**config.mk**
```make
export PLATFORM = sky130hd
export DESIGN_NAME = dcit_ram
export DESIGN_NICKNAME = d
export VERILOG_FILES = /design/src/hdl/dcit_ram.sv
export SDC_FILE = /design/constraint.sdc
export NUM_CORES = 1
export LEC_CHECK = 0
export ABC_AREA = 0
export BUFFER_PORTS_ARGS = -buffer_cell sky130_fd_sc_hd__buf_2
export CORE_ASPECT_RATIO = 0.8
export CORE_MARGIN = 5
export CORE_UTILIZATION = 40
export DETAILED_ROUTE_END_ITERATION = 10
export SLEW_MARGIN = 20
export SYNTH_ARGS = -nofsm -noshare
export SYNTH_HDL_FRONTEND = slang
export SYNTH_SLANG_ARGS = --single-unit
```
**constraint.sdc**
```tcl
create_clock -name i_clk -period 1.7 [get_ports i_clk]
set_input_delay 0.255 -clock i_clk [delete_from_list [all_inputs] [get_ports i_clk]]
set_output_delay 0.255 -clock i_clk [all_outputs]
set_load 0.1 [all_outputs]
```
**src/hdl/dcit_ram.sv**
```systemverilog
// Generic simple dual-port RAM with one write port and a registered read port.
`timescale 1ns / 1ps

module dcit_ram #(
    parameter int WIDTH = 8,
    parameter int DEPTH = 16
) (
    input  logic                     i_clk,
    input  logic                     i_wr_en,
    input  logic [$clog2(DEPTH)-1:0] i_wr_addr,
    input  logic [WIDTH-1:0]         i_wr_data,
    input  logic [$clog2(DEPTH)-1:0] i_rd_addr,
    output logic [WIDTH-1:0]         o_rd_data
);

    logic [WIDTH-1:0] r_mem [DEPTH];
    logic [WIDTH-1:0] r_rd_data;

    always_ff @(posedge i_clk) begin
        if (i_wr_en) begin
            r_mem[i_wr_addr] <= i_wr_data;
        end
        r_rd_data <= r_mem[i_rd_addr];
    end

    assign o_rd_data = r_rd_data;

endmodule

```
Word-level counts from Yosys, hierarchy flattened
Memory sizes are Yosys's and may differ from the RTL's. A register that Yosys moved wholly into a read port is not among the register bits.
Cells that the tools add are included.
- input port bits: 18
- output and inout bits: 8
- logic and storage cells: 3
- register bits: 0
- memory bits (writable): 128
- memories kept: 1
- memory list (memory ; words ; bits a word ; read ports ; clocked after Yosys merged registers in ; write ports ; line ; RTL):
    r_mem ; 16 ; 8 ; 1 ; 1 ; 1 ; 16 ; logic [WIDTH-1:0] r_mem [DEPTH];
- multiplexer cells: 2
- operators by type and width (cell ; count):
    $mux 1 ; 2

Longest topological paths before layout
- word-level depth: 2
- depth in mapped cells: 5
- mapped depth without buffers: 3

Least setup slack after synthesis
Ideal clock, no wire load.
- path kind: input to register
- start: input i_wr_addr[2]
- end: memory r_mem[0][0] (enable)
- arrival time: 1.365 ns
- buffers on the path: 0
- data required time: 1.317 ns
- setup time: 0.383 ns
- stages on the path: 2
- setup slack: -0.048 ns
- path through: or3b_2 -> nor3_1
- RTL lines (element ; line ; RTL):
    from (decl) ; 10 ; input logic [$clog2(DEPTH)-1:0] i_wr_addr,
    to (decl) ; 16 ;
No word-level cell before the write port.

Final worst setup path
- start: register r_rd_data[6], in the netlist o_rd_data[6], read port of r_mem
- end: output o_rd_data[6]
- RTL lines (element ; line ; RTL):
    from (decl) ; 17 ; logic [WIDTH-1:0] r_rd_data;
    to (decl) ; 13 ; output logic [WIDTH-1:0] o_rd_data
No word-level cell between the ends.

==> reports/metrics.csv <==
stage,metric,value,unit
hold_path,hp-class,input port to register,
floorplan,core-area,12700,sq um
cts,hold_buffers,0,
synth,synth_compound_area_frac,0.0233,
routing,drt_pre_antenna_iters,4,
floorplan,die_w,137,microns
synth,ys_top_cells_by_area,"edfxtp_1 75%, mux4_2 7.9%, mux4_1 7.1%",
setup_path,path_cells,buf_2,
pwr,peakVddDrop,785,uV
cells_and_area,syn2layout_area_growth,21.9,%
sta,maxSlewHeadroom,0.668,
global_route,grt_max_degree,20,
routing,via_per_inst,5.10,
routing,dr.first_iter.drc_count,145,
synth,synth_area,5150,sq um
cts,cts_tree,yes,
cells_and_area,n_fill_cell,1022,
synth,synthMuxAreaShare,0.150,
pwr,total_power,8170,uW
pwr,power.internal,6500,uW
pwr,p_leak,0.00216,uW
synth,synthFlopType,edfxtp_1,
sta,fin_crit_sh,0.889,
cts,cts_buffers,17,
synth,synthCells,229,
floorplan,fp.dieH,111,microns
sta,slew_viol_final,0,
sta,clock_skew,0.00490,ns
job,maxCapViolCount,0,
synth,ys_async_sr_fraction,0,
synth,avgSynthCellArea,22.5,sq um
global_route,antenna_found_initial,1,
setup_path,path_buf_inv,1,
synth,synth-simple-area-share,0.0318,
pwr,p_switching,1680,uW
sta,finalHoldViolCount,0,
place,dp_slack,0.0812,ns
cts,clock_sinks,136,
pwr,power_frac_clock,0.475,
cts,path_clk_slew,0.06,ns
sta,tns,0,ns
place,hpwl,6440,microns
cells_and_area,final_nets,307,
place,place_congestion,0.757,
routing,postRouteWirelength,9850,microns
setup_path,end_kind,output pin,
setup_path,critPathKind,register to output pin,
setup_path,cpPeakStageDelay,0.46,ns
floorplan,start_util,0.404,
synth,synth_top_family_by_area,multiplexers,
cells_and_area,diodes,0,
setup_path,worstPathArrival,1.26,ns
synth,synth_warnings,0,
synth,synth_top_area_share,0.747,
sta,fin_crit,1.51,ns
synth,ys_types,19,
synth,synth-edff-count,128,
synth,ys_seq_elements,136,
synth,synth_xor_area_frac,0,
sta,rsz0062_at_grt,false,
global_route,overflow,0,
floorplan,ioPinCount,26,
global_route,grt_pass1_wl,15400,microns
routing,num_vias,2434,
cts,clk_latency,0.41,ns
synth,synthTopCellsByCount,"128 x edfxtp_1, 18 x mux4_2, 16 x a22oi_1",
setup_path,slowest_stage,buf_2,
cts,cts.root.buffer_cell,clkbuf_16,
floorplan,rows,37,
sta,setup_slack,0.188,ns
run_status,status,completed,
pwr,p_comb_frac,0.063,
cells_and_area,drive_gt1_frac,0.334,
setup_path,cp_max_fo,1,
sta,worstMarginPinSlew,0.501,ns
cts,postCtsSetupBuffers,0,
global_route,grt_pass1_vias,2545,
synth,synth_largest_area_cell,edfxtp_1,
sta,fmax,0.661,GHz
cts,max-clock-path-buffers,2,
sta,setup_viol,0,
setup_path,worstPathRequired,1.44,ns
setup_path,critical_path.top_delay_family,buffers and inverters,
cts,post_cts_resized,0,
floorplan,dieArea,15300,sq um
synth,synthAdderAreaFrac,0,
pwr,powerDensity,1300,nW/um^2
setup_path,critPathLaunchType,register,
routing,ant_nets,0,
place,io_buffers,25,
synth,yosysMostFrequentCell,edfxtp_1,
cts,htreeDepth,4,
global_route,track_usage,0.142,
synth,ys_seq_area_frac,0.778,
synth,syn_nets,247,
pwr,seqPwrFrac,0.462,
routing,drc,0,
pwr,p_sw_frac,0.205,
routing,drt-wirelength-per-cell,20.7,microns
==> sequential cells by signal (all words and copies together) (netlist names) <==
register,count
o_rd_data,8
r_mem,128
==> metrics by stage <==
stage | hold slack [ns] | area, sq um | utilization | std cells
4_1_cts | 0.211 | 6280 | 0.493 | 477
3_3_place_gp | 0.638 | 5640 | 0.443 | 445
5_1_grt | 0.221 | 6280 | 0.493 | 477
2_1_floorplan | 0.354 | 5150 | - | 229
6_report | 0.230 | 6280 | 0.493 | 477
3_5_place_dp | 0.649 | 5640 | 0.443 | 445
==> layout make-up <==
cell class / count / area, sq um / share of cell area
flip-flops and latches: 136 / 4000 / 0.638
multi-input cells: 83 / 1060 / 0.169
clock buffers: 18 / 429 / 0.0684
repair buffers: 51 / 358 / 0.0570
well taps: 175 / 219 / 0.0349
clock inverters: 14 / 205 / 0.0327
==> routing by layer <==
metal  wire, microns  GRT usage
met2            4670      0.196
met4              40     0.0672
met3             902     0.0388
met5               7          0
met1            4230      0.209
==> kinds of logic after synthesis <==
group	Yosys count
muxes	32
AOI/OAI and AO/OA	16
and+or+nand+nor	35
DFF	136
buffers and inverters	10
==> power by group through the flow <==
stage               Clock, uW  Combinational (uW)  Sequential, uW
floorplan                   0                 191            4000
global placement            0                 515            3840
detailed placement          0                 521            3850
CTS                      3960                 522            3780
global route             4140                 548            3780
finish                   3880                 513            3780
==> cells in the final DEF, fill, tap and decap left out, types with 3 or more instances in the layout <==
cell / synthesis / final
a22oi_1: 16 / 16
buf_12: 0 / 3
buf_2: 3 / 25
buf_4: 1 / 23
bufinv_16: 0 / 5
clkbuf_16: 0 / 17
clkinv_2: 0 / 5
clkinv_4: 0 / 3
dfxtp_1: 8 / 8
edfxtp_1: 128 / 128
mux4_1: 14 / 14
mux4_2: 18 / 18
nand2_1: 9 / 9
nor2_1: 13 / 13
nor3_1: 4 / 3
==> path summary, 6_finish.rpt <==
kind	startpoint	depth (start not counted)	to	slack (ns)
max reg2reg	r_mem[11][6]	3	o_rd_data[6]	0.41
min reg2reg	r_mem[12][2]	3	o_rd_data[2]	0.68
max	o_rd_data[6]	1	o_rd_data[6]	0.19
min	i_wr_data[3]	1	r_mem[6][3]	0.23
No activity file was read; power rests on OpenSTA's default activity.
